[src/hdl/sspe_pkg.sv]
// ----------------------------------------------------------------------------
// sspe_pkg
// Shared widths, timing constants, register codes and types of the
// staggered strip pulse envelope.
// ----------------------------------------------------------------------------
package sspe_pkg;

    localparam int TimerW    = 12;
    localparam int StripLenW = 8;
    localparam int LevelW    = 16;
    localparam int PixelW    = 10;
    localparam int DeltaW    = 8;
    localparam int MaxStrips = 4;
    localparam int StripIdxW = 2;
    localparam int CfgIdxW   = 3;
    localparam int CfgDataW  = 16;

    localparam int StripCountDefault = 4;

    localparam int QueueDepth = 4;
    localparam int QPtrW      = $clog2(QueueDepth);
    localparam int QCntW      = $clog2(QueueDepth + 1);

    // envelope timing in ms
    localparam int AmbRiseMs   = 200;
    localparam int AmbHoldMs   = 100;
    localparam int AmbFallMs   = 300;
    localparam int AmbOffsetMs = 150;
    localparam int AmbPauseMs  = 600;
    localparam int ActPeakMs   = 8;
    localparam int ActFallMs   = 600;
    localparam int ActOffsetMs = 100;
    localparam int ActRepeatMs = 200;

    // register reset values
    localparam logic [StripLenW-1:0] StripLenReset   = 8'd16;
    localparam logic [LevelW-1:0]    AmbBaseReset    = 16'd2621;
    localparam logic [LevelW-1:0]    AmbPeakReset    = 16'd13107;
    localparam logic [LevelW-1:0]    ActBaseReset    = 16'd655;
    localparam logic [LevelW-1:0]    ActPeakReset    = 16'd58982;

    typedef enum logic
    {
        CmdTick   = 1'b0,
        CmdRender = 1'b1
    } sspe_cmd_t;

    typedef enum logic [CfgIdxW-1:0]
    {
        RegStripLen0  = 3'd0,
        RegStripLen1  = 3'd1,
        RegStripLen2  = 3'd2,
        RegStripLen3  = 3'd3,
        RegAmbBase    = 3'd4,
        RegAmbPeak    = 3'd5,
        RegActBase    = 3'd6,
        RegActPeak    = 3'd7
    } sspe_reg_t;

    typedef struct packed
    {
        logic [MaxStrips-1:0][StripLenW-1:0] strip_len;
        logic [LevelW-1:0]                   amb_base;
        logic [LevelW-1:0]                   amb_peak;
        logic [LevelW-1:0]                   act_base;
        logic [LevelW-1:0]                   act_peak;
    } sspe_cfg_t;

    // one classified render transaction
    typedef struct packed
    {
        logic                 in_range;
        logic                 active_mode;
        logic [StripIdxW-1:0] strip;
        logic [TimerW-1:0]    elapsed;
    } sspe_job_t;

    typedef struct packed
    {
        logic             full;
        logic [QCntW-1:0] count;
    } sspe_qstat_t;

endpackage

[src/hdl/sspe_req_if.sv]
// ----------------------------------------------------------------------------
// sspe_req_if
// Request channel: tick and render transactions with valid/ready.
// ----------------------------------------------------------------------------
interface sspe_req_if;

    logic                         valid;
    logic                         ready;
    logic                         command;
    logic [sspe_pkg::DeltaW-1:0]  delta_ms;
    logic [sspe_pkg::PixelW-1:0]  pixel_index;
    logic                         active_mode;

    modport source
    (
        output valid,
        output command,
        output delta_ms,
        output pixel_index,
        output active_mode,
        input  ready
    );

    modport sink
    (
        input  valid,
        input  command,
        input  delta_ms,
        input  pixel_index,
        input  active_mode,
        output ready
    );

endinterface

[src/hdl/sspe_rsp_if.sv]
// ----------------------------------------------------------------------------
// sspe_rsp_if
// Response channel: blue level of one rendered pixel with valid/ready.
// ----------------------------------------------------------------------------
interface sspe_rsp_if;

    logic                        valid;
    logic                        ready;
    logic [sspe_pkg::LevelW-1:0] blue_level;

    modport source
    (
        output valid,
        output blue_level,
        input  ready
    );

    modport sink
    (
        input  valid,
        input  blue_level,
        output ready
    );

endinterface

[src/hdl/staggered_strip_pulse_envelope.sv]
// ----------------------------------------------------------------------------
// staggered_strip_pulse_envelope
// Blue level generator for a chain of LED strips with a staggered ambient
// pulse and an active flash envelope.
// ----------------------------------------------------------------------------
// Takes one transaction per clock on the request channel while the queue is not
// full. A tick advances both envelope timers in the cycle it is taken and gives
// no response; a render gives exactly one response, in order, after it has
// passed the queue and the pipeline. Renders pass through a four-entry queue into
// a four-stage envelope pipeline (segment select, ramp multiply, reciprocal
// divide, correction), so with the response side ready the block sustains one
// render per cycle; when the response side stalls the pipeline holds and the
// queue keeps taking transactions until it is full. Configuration registers
// are written through cfg_we/cfg_index/cfg_data and should only change while
// no render is in flight.
// ----------------------------------------------------------------------------
module staggered_strip_pulse_envelope #(
    parameter int STRIP_COUNT = sspe_pkg::StripCountDefault
) (
    input  logic                          clk,
    input  logic                          rst_n,
    sspe_req_if.sink                      request,
    sspe_rsp_if.source                    response,
    input  logic                          cfg_we,
    input  logic [sspe_pkg::CfgIdxW-1:0]  cfg_index,
    input  logic [sspe_pkg::CfgDataW-1:0] cfg_data
);

    sspe_pkg::sspe_cfg_t   cfg_reg;
    sspe_pkg::sspe_job_t   push_job;
    sspe_pkg::sspe_job_t   head_job;
    sspe_pkg::sspe_qstat_t qstat;
    logic                  push;
    logic                  pop;
    logic                  head_valid;

    always_ff @(posedge clk or negedge rst_n)
    begin
        if (!rst_n)
        begin
            cfg_reg.strip_len <= {sspe_pkg::MaxStrips{sspe_pkg::StripLenReset}};
            cfg_reg.amb_base  <= sspe_pkg::AmbBaseReset;
            cfg_reg.amb_peak  <= sspe_pkg::AmbPeakReset;
            cfg_reg.act_base  <= sspe_pkg::ActBaseReset;
            cfg_reg.act_peak  <= sspe_pkg::ActPeakReset;
        end
        else if (cfg_we)
        begin
            unique case (sspe_pkg::sspe_reg_t'(cfg_index))
                sspe_pkg::RegStripLen0:
                    cfg_reg.strip_len[0] <= cfg_data[sspe_pkg::StripLenW-1:0];
                sspe_pkg::RegStripLen1:
                    cfg_reg.strip_len[1] <= cfg_data[sspe_pkg::StripLenW-1:0];
                sspe_pkg::RegStripLen2:
                    cfg_reg.strip_len[2] <= cfg_data[sspe_pkg::StripLenW-1:0];
                sspe_pkg::RegStripLen3:
                    cfg_reg.strip_len[3] <= cfg_data[sspe_pkg::StripLenW-1:0];
                sspe_pkg::RegAmbBase:
                    cfg_reg.amb_base <= cfg_data[sspe_pkg::LevelW-1:0];
                sspe_pkg::RegAmbPeak:
                    cfg_reg.amb_peak <= cfg_data[sspe_pkg::LevelW-1:0];
                sspe_pkg::RegActBase:
                    cfg_reg.act_base <= cfg_data[sspe_pkg::LevelW-1:0];
                sspe_pkg::RegActPeak:
                    cfg_reg.act_peak <= cfg_data[sspe_pkg::LevelW-1:0];
                default:
                begin
                end
            endcase
        end
    end

    sspe_front #(
        .STRIP_COUNT (STRIP_COUNT)
    ) u_front (
        .clk      (clk),
        .rst_n    (rst_n),
        .request  (request),
        .cfg      (cfg_reg),
        .qstat    (qstat),
        .push     (push),
        .push_job (push_job)
    );

    sspe_queue u_queue (
        .clk        (clk),
        .rst_n      (rst_n),
        .push       (push),
        .push_job   (push_job),
        .pop        (pop),
        .head_valid (head_valid),
        .head_job   (head_job),
        .qstat      (qstat)
    );

    sspe_back u_back (
        .clk        (clk),
        .rst_n      (rst_n),
        .cfg        (cfg_reg),
        .head_valid (head_valid),
        .head_job   (head_job),
        .pop        (pop),
        .response   (response)
    );

    // a tick never reaches the queue
    a_tick_no_push: assert property (@(posedge clk) disable iff (!rst_n)
        (request.valid && request.ready && request.command == sspe_pkg::CmdTick)
        |-> !push)
        else $error("tick transaction was queued");

    // queue level goes up by one on a push without a pop
    a_queue_count: assert property (@(posedge clk) disable iff (!rst_n)
        (push && !(pop && head_valid))
        |=> qstat.count == $past(qstat.count) + 1'b1)
        else $error("queue count did not follow a push");

    a_queue_bound: assert property (@(posedge clk) disable iff (!rst_n)
        qstat.count <= sspe_pkg::QCntW'(sspe_pkg::QueueDepth))
        else $error("queue overflow");

endmodule

[src/hdl/sspe_front.sv]
// ----------------------------------------------------------------------------
// sspe_front
// Accepts transactions, advances the two envelope timers on ticks and
// classifies renders by strip before handing them to the queue.
// ----------------------------------------------------------------------------
module sspe_front #(
    parameter int STRIP_COUNT = sspe_pkg::StripCountDefault
) (
    input  logic                clk,
    input  logic                rst_n,
    sspe_req_if.sink            request,
    input  sspe_pkg::sspe_cfg_t cfg,
    input  sspe_pkg::sspe_qstat_t qstat,
    output logic                push,
    output sspe_pkg::sspe_job_t push_job
);

    localparam int TW = sspe_pkg::TimerW;

    localparam int AmbCycle = (STRIP_COUNT - 1) * sspe_pkg::AmbOffsetMs
                              + sspe_pkg::AmbRiseMs + sspe_pkg::AmbHoldMs
                              + sspe_pkg::AmbFallMs + sspe_pkg::AmbPauseMs;
    localparam int ActSpan  = (STRIP_COUNT - 1) * sspe_pkg::ActOffsetMs
                              + sspe_pkg::ActPeakMs + sspe_pkg::ActFallMs;
    localparam int ActCycle = (ActSpan > sspe_pkg::ActRepeatMs) ? ActSpan
                                                                : sspe_pkg::ActRepeatMs;

    localparam logic [TW:0] AmbCycleV = (TW + 1)'(AmbCycle);
    localparam logic [TW:0] ActCycleV = (TW + 1)'(ActCycle);

    logic [TW-1:0] amb_elapsed_reg;
    logic [TW-1:0] amb_elapsed_next;
    logic [TW-1:0] act_elapsed_reg;
    logic [TW-1:0] act_elapsed_next;

    logic          accept;
    logic          is_tick;
    logic [TW:0]   amb_sum;
    logic [TW:0]   act_sum;

    logic [sspe_pkg::PixelW-1:0]    cum [STRIP_COUNT];
    logic [sspe_pkg::StripIdxW-1:0] strip;

    assign request.ready = !qstat.full;
    assign accept        = request.valid && request.ready;
    assign is_tick       = (request.command == sspe_pkg::CmdTick);

    // delta is below either cycle length, so one subtraction wraps
    assign amb_sum = {1'b0, amb_elapsed_reg} + (TW + 1)'(request.delta_ms);
    assign act_sum = {1'b0, act_elapsed_reg} + (TW + 1)'(request.delta_ms);

    always_comb
    begin
        amb_elapsed_next = amb_elapsed_reg;
        act_elapsed_next = act_elapsed_reg;
        if (accept && is_tick)
        begin
            amb_elapsed_next = (amb_sum >= AmbCycleV) ? TW'(amb_sum - AmbCycleV)
                                                      : amb_sum[TW-1:0];
            act_elapsed_next = (act_sum >= ActCycleV) ? TW'(act_sum - ActCycleV)
                                                      : act_sum[TW-1:0];
        end
    end

    always_ff @(posedge clk or negedge rst_n)
    begin
        if (!rst_n)
        begin
            amb_elapsed_reg <= '0;
            act_elapsed_reg <= '0;
        end
        else
        begin
            amb_elapsed_reg <= amb_elapsed_next;
            act_elapsed_reg <= act_elapsed_next;
        end
    end

    // running end positions of the strips along the chain
    always_comb
    begin
        logic [sspe_pkg::PixelW-1:0] acc;
        acc = '0;
        for (int s = 0; s < STRIP_COUNT; s++)
        begin
            acc    = acc + sspe_pkg::PixelW'(cfg.strip_len[s]);
            cum[s] = acc;
        end
    end

    // first strip whose end lies past the pixel
    always_comb
    begin
        strip = sspe_pkg::StripIdxW'(STRIP_COUNT - 1);
        for (int s = STRIP_COUNT - 1; s >= 0; s--)
        begin
            if (request.pixel_index < cum[s])
            begin
                strip = sspe_pkg::StripIdxW'(s);
            end
        end
    end

    assign push                 = accept && !is_tick;
    assign push_job.in_range    = (request.pixel_index < cum[STRIP_COUNT-1]);
    assign push_job.active_mode = request.active_mode;
    assign push_job.strip       = strip;
    assign push_job.elapsed     = request.active_mode ? act_elapsed_reg : amb_elapsed_reg;

endmodule

[src/hdl/sspe_queue.sv]
// ----------------------------------------------------------------------------
// sspe_queue
// Short first-in first-out queue of classified renders between the front
// and the envelope pipeline.
// ----------------------------------------------------------------------------
module sspe_queue (
    input  logic                  clk,
    input  logic                  rst_n,
    input  logic                  push,
    input  sspe_pkg::sspe_job_t   push_job,
    input  logic                  pop,
    output logic                  head_valid,
    output sspe_pkg::sspe_job_t   head_job,
    output sspe_pkg::sspe_qstat_t qstat
);

    sspe_pkg::sspe_job_t entry_reg [sspe_pkg::QueueDepth];

    logic [sspe_pkg::QPtrW-1:0] wr_ptr_reg;
    logic [sspe_pkg::QPtrW-1:0] rd_ptr_reg;
    logic [sspe_pkg::QCntW-1:0] count_reg;
    logic [sspe_pkg::QCntW-1:0] count_next;
    logic                       do_pop;

    assign head_valid  = (count_reg != '0);
    assign head_job    = entry_reg[rd_ptr_reg];
    assign do_pop      = pop && head_valid;
    assign qstat.full  = (count_reg == sspe_pkg::QCntW'(sspe_pkg::QueueDepth));
    assign qstat.count = count_reg;

    always_comb
    begin
        count_next = count_reg;
        if (push && !do_pop)
        begin
            count_next = count_reg + 1'b1;
        end
        else if (do_pop && !push)
        begin
            count_next = count_reg - 1'b1;
        end
    end

    always_ff @(posedge clk or negedge rst_n)
    begin
        if (!rst_n)
        begin
            wr_ptr_reg <= '0;
            rd_ptr_reg <= '0;
            count_reg  <= '0;
        end
        else
        begin
            if (push)
            begin
                wr_ptr_reg <= wr_ptr_reg + 1'b1;
            end
            if (do_pop)
            begin
                rd_ptr_reg <= rd_ptr_reg + 1'b1;
            end
            count_reg <= count_next;
        end
    end

    always_ff @(posedge clk)
    begin
        if (push)
        begin
            entry_reg[wr_ptr_reg] <= push_job;
        end
    end

endmodule

[src/hdl/sspe_back.sv]
// ----------------------------------------------------------------------------
// sspe_back
// Envelope pipeline: picks the segment of the strip's envelope, then works
// the linear ramp with a multiply and a divide by the ramp length.
// ----------------------------------------------------------------------------
module sspe_back (
    input  logic                clk,
    input  logic                rst_n,
    input  sspe_pkg::sspe_cfg_t cfg,
    input  logic                head_valid,
    input  sspe_pkg::sspe_job_t head_job,
    output logic                pop,
    sspe_rsp_if.source          response
);

    localparam int TW    = sspe_pkg::TimerW;
    localparam int LW    = sspe_pkg::LevelW;
    localparam int RampW = 10;
    localparam int NW    = LW + RampW;
    localparam int YW    = NW - 2;
    localparam int RecipShift = 24;
    localparam int RecipW     = 20;
    localparam int MulW       = YW + RecipW;
    localparam int DivW       = 7;

    // ramp lengths are 25 or 75 after a shift by 3, 2 or 3
    localparam logic [RecipW-1:0] Recip25 = RecipW'((64'd1 << RecipShift) / 25);
    localparam logic [RecipW-1:0] Recip75 = RecipW'((64'd1 << RecipShift) / 75);
    localparam logic [DivW-1:0]   Div25   = 7'd25;
    localparam logic [DivW-1:0]   Div75   = 7'd75;

    typedef enum logic [1:0]
    {
        Ramp200 = 2'd0,
        Ramp300 = 2'd1,
        Ramp600 = 2'd2
    } sspe_ramp_t;

    function automatic logic [TW-1:0] amb_start(input logic [sspe_pkg::StripIdxW-1:0] s);
        return TW'(s * sspe_pkg::AmbOffsetMs);
    endfunction

    function automatic logic [TW-1:0] act_start(input logic [sspe_pkg::StripIdxW-1:0] s);
        return TW'(s * sspe_pkg::ActOffsetMs);
    endfunction

    logic adv;

    // segment selection
    logic [TW:0]       e_diff;
    logic [TW-1:0]     e;
    logic              before_start;
    logic              ramp;
    logic [LW-1:0]     level;
    logic [LW-1:0]     to_level;
    logic [RampW-1:0]  t;
    sspe_ramp_t        len;

    logic              v1_reg, v2_reg, v3_reg, v4_reg;

    logic              s1_ramp_reg;
    logic [LW-1:0]     s1_level_reg;
    logic [LW-1:0]     s1_mag_reg;
    logic              s1_neg_reg;
    logic [RampW-1:0]  s1_t_reg;
    sspe_ramp_t        s1_len_reg;

    logic [NW-1:0]     s2_prod;
    logic [NW-1:0]     s2_half;
    logic              s2_ramp_reg;
    logic [LW-1:0]     s2_level_reg;
    logic              s2_neg_reg;
    sspe_ramp_t        s2_len_reg;
    logic [NW-1:0]     s2_n_reg;

    logic [YW-1:0]     s3_y;
    logic [RecipW-1:0] s3_recip;
    logic [MulW-1:0]   s3_mul;
    logic              s3_ramp_reg;
    logic [LW-1:0]     s3_level_reg;
    logic              s3_neg_reg;
    logic              s3_div75_reg;
    logic [YW-1:0]     s3_y_reg;
    logic [LW-1:0]     s3_q0_reg;

    logic [DivW-1:0]   s4_div;
    logic [YW-1:0]     s4_qd;
    logic [YW-1:0]     s4_rem;
    logic [LW-1:0]     s4_q;
    logic [LW-1:0]     s4_ramped;
    logic [LW-1:0]     out_level_reg;

    assign adv = !v4_reg || response.ready;
    assign pop = head_valid && adv;

    // stage 1: where in the envelope the strip is
    always_comb
    begin
        e_diff = {1'b0, head_job.elapsed}
                 - {1'b0, (head_job.active_mode ? act_start(head_job.strip)
                                                : amb_start(head_job.strip))};
        before_start = e_diff[TW];
        e            = e_diff[TW-1:0];
        ramp         = 1'b0;
        level        = '0;
        to_level     = '0;
        t            = '0;
        len          = Ramp200;
        if (!head_job.in_range)
        begin
            level = '0;
        end
        else if (head_job.active_mode)
        begin
            if (before_start)
            begin
                level = cfg.act_base;
            end
            else if (e < TW'(sspe_pkg::ActPeakMs))
            begin
                level = cfg.act_peak;
            end
            else if (e < TW'(sspe_pkg::ActPeakMs + sspe_pkg::ActFallMs))
            begin
                ramp     = 1'b1;
                level    = cfg.act_peak;
                to_level = cfg.act_base;
                t        = RampW'(e - TW'(sspe_pkg::ActPeakMs));
                len      = Ramp600;
            end
            else
            begin
                level = cfg.act_base;
            end
        end
        else
        begin
            if (before_start)
            begin
                level = cfg.amb_base;
            end
            else if (e < TW'(sspe_pkg::AmbRiseMs))
            begin
                ramp     = 1'b1;
                level    = cfg.amb_base;
                to_level = cfg.amb_peak;
                t        = RampW'(e);
                len      = Ramp200;
            end
            else if (e < TW'(sspe_pkg::AmbRiseMs + sspe_pkg::AmbHoldMs))
            begin
                level = cfg.amb_peak;
            end
            else if (e < TW'(sspe_pkg::AmbRiseMs + sspe_pkg::AmbHoldMs
                             + sspe_pkg::AmbFallMs))
            begin
                ramp     = 1'b1;
                level    = cfg.amb_peak;
                to_level = cfg.amb_base;
                t        = RampW'(e - TW'(sspe_pkg::AmbRiseMs + sspe_pkg::AmbHoldMs));
                len      = Ramp300;
            end
            else
            begin
                level = cfg.amb_base;
            end
        end
    end

    // stage 2: |to - from| * t plus rounding bias; falling ramps round down by one
    assign s2_prod = NW'(s1_mag_reg) * NW'(s1_t_reg);

    always_comb
    begin
        unique case (s1_len_reg)
            Ramp200: s2_half = NW'(100);
            Ramp300: s2_half = NW'(150);
            Ramp600: s2_half = NW'(300);
            default: s2_half = NW'(100);
        endcase
    end

    // stage 3: reciprocal estimate, at most one below the true quotient
    assign s3_y     = (s2_len_reg == Ramp300) ? YW'(s2_n_reg >> 2) : YW'(s2_n_reg >> 3);
    assign s3_recip = (s2_len_reg == Ramp200) ? Recip25 : Recip75;
    assign s3_mul   = MulW'(s3_y) * MulW'(s3_recip);

    // stage 4: one correction step and apply the step to the start level
    assign s4_div    = s3_div75_reg ? Div75 : Div25;
    assign s4_qd     = YW'(s3_q0_reg) * YW'(s4_div);
    assign s4_rem    = s3_y_reg - s4_qd;
    assign s4_q      = s3_q0_reg + LW'(s4_rem >= YW'(s4_div));
    assign s4_ramped = s3_neg_reg ? (s3_level_reg - s4_q) : (s3_level_reg + s4_q);

    always_ff @(posedge clk or negedge rst_n)
    begin
        if (!rst_n)
        begin
            v1_reg <= 1'b0;
            v2_reg <= 1'b0;
            v3_reg <= 1'b0;
            v4_reg <= 1'b0;
        end
        else if (adv)
        begin
            v1_reg <= pop;
            v2_reg <= v1_reg;
            v3_reg <= v2_reg;
            v4_reg <= v3_reg;
        end
    end

    always_ff @(posedge clk)
    begin
        if (adv)
        begin
            s1_ramp_reg  <= ramp;
            s1_level_reg <= level;
            s1_neg_reg   <= (to_level < level);
            s1_mag_reg   <= (to_level < level) ? (level - to_level) : (to_level - level);
            s1_t_reg     <= t;
            s1_len_reg   <= len;

            s2_ramp_reg  <= s1_ramp_reg;
            s2_level_reg <= s1_level_reg;
            s2_neg_reg   <= s1_neg_reg;
            s2_len_reg   <= s1_len_reg;
            s2_n_reg     <= s2_prod + s2_half - NW'(s1_neg_reg);

            s3_ramp_reg  <= s2_ramp_reg;
            s3_level_reg <= s2_level_reg;
            s3_neg_reg   <= s2_neg_reg;
            s3_div75_reg <= (s2_len_reg != Ramp200);
            s3_y_reg     <= s3_y;
            s3_q0_reg    <= s3_mul[RecipShift+LW-1:RecipShift];

            out_level_reg <= s3_ramp_reg ? s4_ramped : s3_level_reg;
        end
    end

    assign response.valid      = v4_reg;
    assign response.blue_level = out_level_reg;

endmodule

[src/flat_wrapper.sv]
// flat-port wrapper written by rule: the top's interface ports become plain ports
module staggered_strip_pulse_envelope_flat 
#(
    parameter int STRIP_COUNT = sspe_pkg::StripCountDefault
)
  (clk, rst_n, cfg_we, cfg_index, cfg_data, request_valid, request_command, request_delta_ms, request_pixel_index, request_active_mode, request_ready, response_valid, response_blue_level, response_ready);
  sspe_req_if request_i ();
  sspe_rsp_if response_i ();
  input  logic clk;
  input  logic rst_n;
  input  logic cfg_we;
  input  logic [sspe_pkg::CfgIdxW-1:0] cfg_index;
  input  logic [sspe_pkg::CfgDataW-1:0] cfg_data;
  input wire logic [$bits(request_i.valid)-1:0] request_valid;
  input wire logic [$bits(request_i.command)-1:0] request_command;
  input wire logic [$bits(request_i.delta_ms)-1:0] request_delta_ms;
  input wire logic [$bits(request_i.pixel_index)-1:0] request_pixel_index;
  input wire logic [$bits(request_i.active_mode)-1:0] request_active_mode;
  output wire logic [$bits(request_i.ready)-1:0] request_ready;
  output wire logic [$bits(response_i.valid)-1:0] response_valid;
  output wire logic [$bits(response_i.blue_level)-1:0] response_blue_level;
  input wire logic [$bits(response_i.ready)-1:0] response_ready;
  assign request_i.valid = request_valid;
  assign request_i.command = request_command;
  assign request_i.delta_ms = request_delta_ms;
  assign request_i.pixel_index = request_pixel_index;
  assign request_i.active_mode = request_active_mode;
  assign request_ready = request_i.ready;
  assign response_valid = response_i.valid;
  assign response_blue_level = response_i.blue_level;
  assign response_i.ready = response_ready;
  staggered_strip_pulse_envelope #(.STRIP_COUNT(STRIP_COUNT)) u_core (.clk(clk), .rst_n(rst_n), .request(request_i), .response(response_i), .cfg_we(cfg_we), .cfg_index(cfg_index), .cfg_data(cfg_data));
endmodule
[config.mk]
export PLATFORM = sky130hd
export DESIGN_NAME = staggered_strip_pulse_envelope_flat
export DESIGN_NICKNAME = d
export VERILOG_FILES = /design/src/hdl/sspe_pkg.sv /design/src/hdl/sspe_req_if.sv /design/src/hdl/sspe_rsp_if.sv /design/src/hdl/staggered_strip_pulse_envelope.sv /design/src/hdl/sspe_front.sv /design/src/hdl/sspe_queue.sv /design/src/hdl/sspe_back.sv /design/src/flat_wrapper.sv
export SDC_FILE = /design/constraint.sdc
export NUM_CORES = 2
export LEC_CHECK = 0
export BUFFER_PORTS_ARGS = -buffer_cell sky130_fd_sc_hd__buf_2
export CORE_UTILIZATION = 65
export CTS_CLUSTER_DIAMETER = 150
export DETAILED_ROUTE_END_ITERATION = 16
export PLACE_DENSITY = 0.8
export SLEW_MARGIN = 20
export SYNTH_ARGS = -nofsm -noshare
export SYNTH_HDL_FRONTEND = slang
export SYNTH_HIERARCHICAL = 1
export SYNTH_SLANG_ARGS = --single-unit
[constraint.sdc]
create_clock -name clk -period 23.1 [get_ports clk]
set_input_delay 2.31 -clock clk [delete_from_list [all_inputs] [get_ports clk]]
set_output_delay 2.31 -clock clk [all_outputs]
set_load 0.01 [all_outputs]
==> metrics.cfg <==
[worst_setup_path]
crit_top_cell=ha_1
crit_path_max_fanout=24
required_ns=23.41
crit_path_top_delay_cell=inv_1
max_stage_delay_ns=0.60
crit_arrival_ns=10.69
worstSetupPathType=reg -> reg
path_delay_family=adder cells
crit_path_start_kind=flip-flop
cp-end-kind=flip-flop
cp_num_buf_inv=4

[routing]
wl_mm=83.72
drt_iter0_drc=1790
vias_per_cell=5.765
wl_per_cell_um=18.15
vias=26596
drc=0
drt_pass1_iterations=7
ant_nets=0

[synth]
ys_warn_count=6
ys_seq_area_share_pct=25.84
synth-edff-count=229
synth_cell_type_count=109
ys_seq_elements=360
ys_async_sr_fraction_pct=36.39
syn-cell-area_um2=39470
synth_flop_cell=edfxtp_1
synth_area_per_cell_um2=10.42
synth_cells=3786

[global_routing]
grt_pass1_wl_mm=139.7
grt_pass1_vias=28069
grt_overflow=0
track_usage_pct=28.04
antenna_found_initial=0
grt_max_degree=86

[clock_tree]
clk_latency_ns=0.59
clockRootBuffer=clkbuf_16
clock_sinks=360
cts_tree=yes
cts_buffers=41
h-tree-depth=2
clk_pin_slew_worst_paths_ns=0.06
post_cts_resized=0
cts_buffer_depth=3
cts_setup_buffers=0
hold_buffers=0

[timing]
fmax_ghz=0.09639
final_hold_viol_count=0
setup_viol=0
skew_ns=0.03941
timing.setup.tns_ns=0
max_slew_margin_pct=27.63
finalCriticalPeriod_ns=10.37
post-route-period-util_pct=44.91
finalMaxSlewViolations=0
worstMarginPinSlew_ns=1.085
grt_setup_unrepaired=no

[run_status]
status=complete, no violations

[floorplanning]
io_pins=62
chipHeight_um=248.4
initial_core_util_pct=66.37
die_x_um=248.4
coreArea_um2=59460
dieArea_um2=61710
row_count=89

[min_path]
min_path_type=reg -> reg

[finish]
syn_to_final_growth_pct=5.906
drive_gt1_share_pct=9.586
fin_area_um2=41800
fillCellCount=4382
largest_reg_flops=96
nets=4757

[placed_design]
place_area_um2=40410
place_hpwl_mm=67.57
port_buffers=61
gp_congestion=0.9525

[flow_run]
cap_violations=0

## layout make-up
class	instances	area, µm²	share of cell area (%)
Multi-Input combinational cell	2569	25960	62.11
Sequential cell	360	10200	24.40
Inverter	758	2845	6.807
Clock buffer	53	1101	2.634
Tap cell	773	967.2	2.314
Timing Repair Buffer	78	439.2	1.051
Clock inverter	21	286.5	0.6855
Antenna cell	1	2.502	0.005987
## per-stage QoR
step / util [%] / hold WS (ns) / setup WS (ns) / std cells
finish: 70.29 / 0.3955 / 12.73 / 4613
floorplan: - / 0.4003 / 14.43 / 3801
global route: 70.29 / 0.4036 / 11.97 / 4612
global placement: 67.95 / 0.4004 / 13.00 / 4538
detailed placement: 67.95 / 0.4052 / 12.81 / 4538
CTS: 70.29 / 0.3977 / 12.75 / 4612
## final timing paths
path | start | slack [ns] | end | cells after the start
max | u_core/u_back/s3_div75_reg$_DFFE_PN_ | 12.73 | u_core/u_back/response.blue_level[15]$_DFFE_PN_ | 41
min | u_core/u_back/s1_level_reg[12]$_DFFE_PN_ | 0.40 | u_core/u_back/s2_level_reg[12]$_DFFE_PN_ | 0
max reg2reg | u_core/u_back/s3_div75_reg$_DFFE_PN_ | 12.73 | u_core/u_back/response.blue_level[15]$_DFFE_PN_ | 41
min reg2reg | u_core/u_back/s1_level_reg[12]$_DFFE_PN_ | 0.40 | u_core/u_back/s2_level_reg[12]$_DFFE_PN_ | 0
max in group asynchronous | rst_n | 20.00 | u_core/u_back/v1_reg$_DFFE_PN0N_ | 2
min in group asynchronous | rst_n | 1.68 | u_core/cfg_reg[89]$_DFFE_PN0P_ | 1
## kinds of logic (layout without fill, tap and decap cells)
group / Yosys count / after routing / synth area share, %
XOR/XNOR: 162 / 162 / 3.595
multiplexers: 216 / 216 / 6.607
AND/OR/NAND/NOR: 710 / 710 / 8.823
buffers and inverters: 872 / 910 / 8.582
other: 2 / 18 / 0.01903
flip-flops: 360 / 360 / 25.84
adder cells (fa/ha/maj): 907 / 907 / 36.81
AO/OA/AOI/OAI: 557 / 557 / 9.726
## synthesized netlist by cell type, types with 21 or more instances
cell | instances | area [µm²]
o21bai_1 | 27 | 202.7
clkbuf_1 | 74 | 277.8
a21oi_1 | 138 | 690.7
and3_1 | 21 | 131.4
buf_2 | 22 | 110.1
o21a_1 | 23 | 172.7
nand3_1 | 44 | 220.2
xor2_1 | 48 | 420.4
dfstp_2 | 34 | 893.4
mux2_2 | 132 | 1486
ha_1 | 481 | 6018
nand2b_1 | 22 | 137.6
nor2b_1 | 23 | 143.9
o21ai_0 | 100 | 500.5
nand2_1 | 251 | 942.2
nor2_1 | 135 | 506.7
a21o_1 | 73 | 548.0
and2_1 | 99 | 619.3
edfxtp_1 | 229 | 6877
inv_1 | 758 | 2845
nor3_1 | 45 | 225.2
dfrtp_1 | 97 | 2427
xnor2_1 | 114 | 998.5
mux2i_1 | 58 | 580.6
fa_1 | 424 | 8488
## placed cells by master (no fill, tap or decap), types with 45 or more instances in the layout
master / count
inv_1: 758
ha_1: 481
fa_1: 424
nand2_1: 251
edfxtp_1: 229
a21oi_1: 138
nor2_1: 134
mux2_2: 132
xnor2_1: 114
o21ai_0: 100
and2_1: 99
dfrtp_1: 97
a21o_1: 73
buf_2: 60
mux2i_1: 58
xor2_1: 48
nor3_1: 45
## metal layers
metal | wire length [µm] | vias up | share of wire, % | GRT usage [%]
li1 | - | 12612 | - | -
met1 | 35070 | 13124 | 42 | 36.45
met2 | 41220 | 697 | 49 | 48.14
met3 | 3994 | 163 | 4.8 | 3.224
met4 | 3431 | 0 | 4.1 | 11.07
met5 | 0 | - | 0 | 0
Power is left out: the tool's default activity adds up to more than one toggle a clock period on the data nets, which glitch-free logic cannot reach.
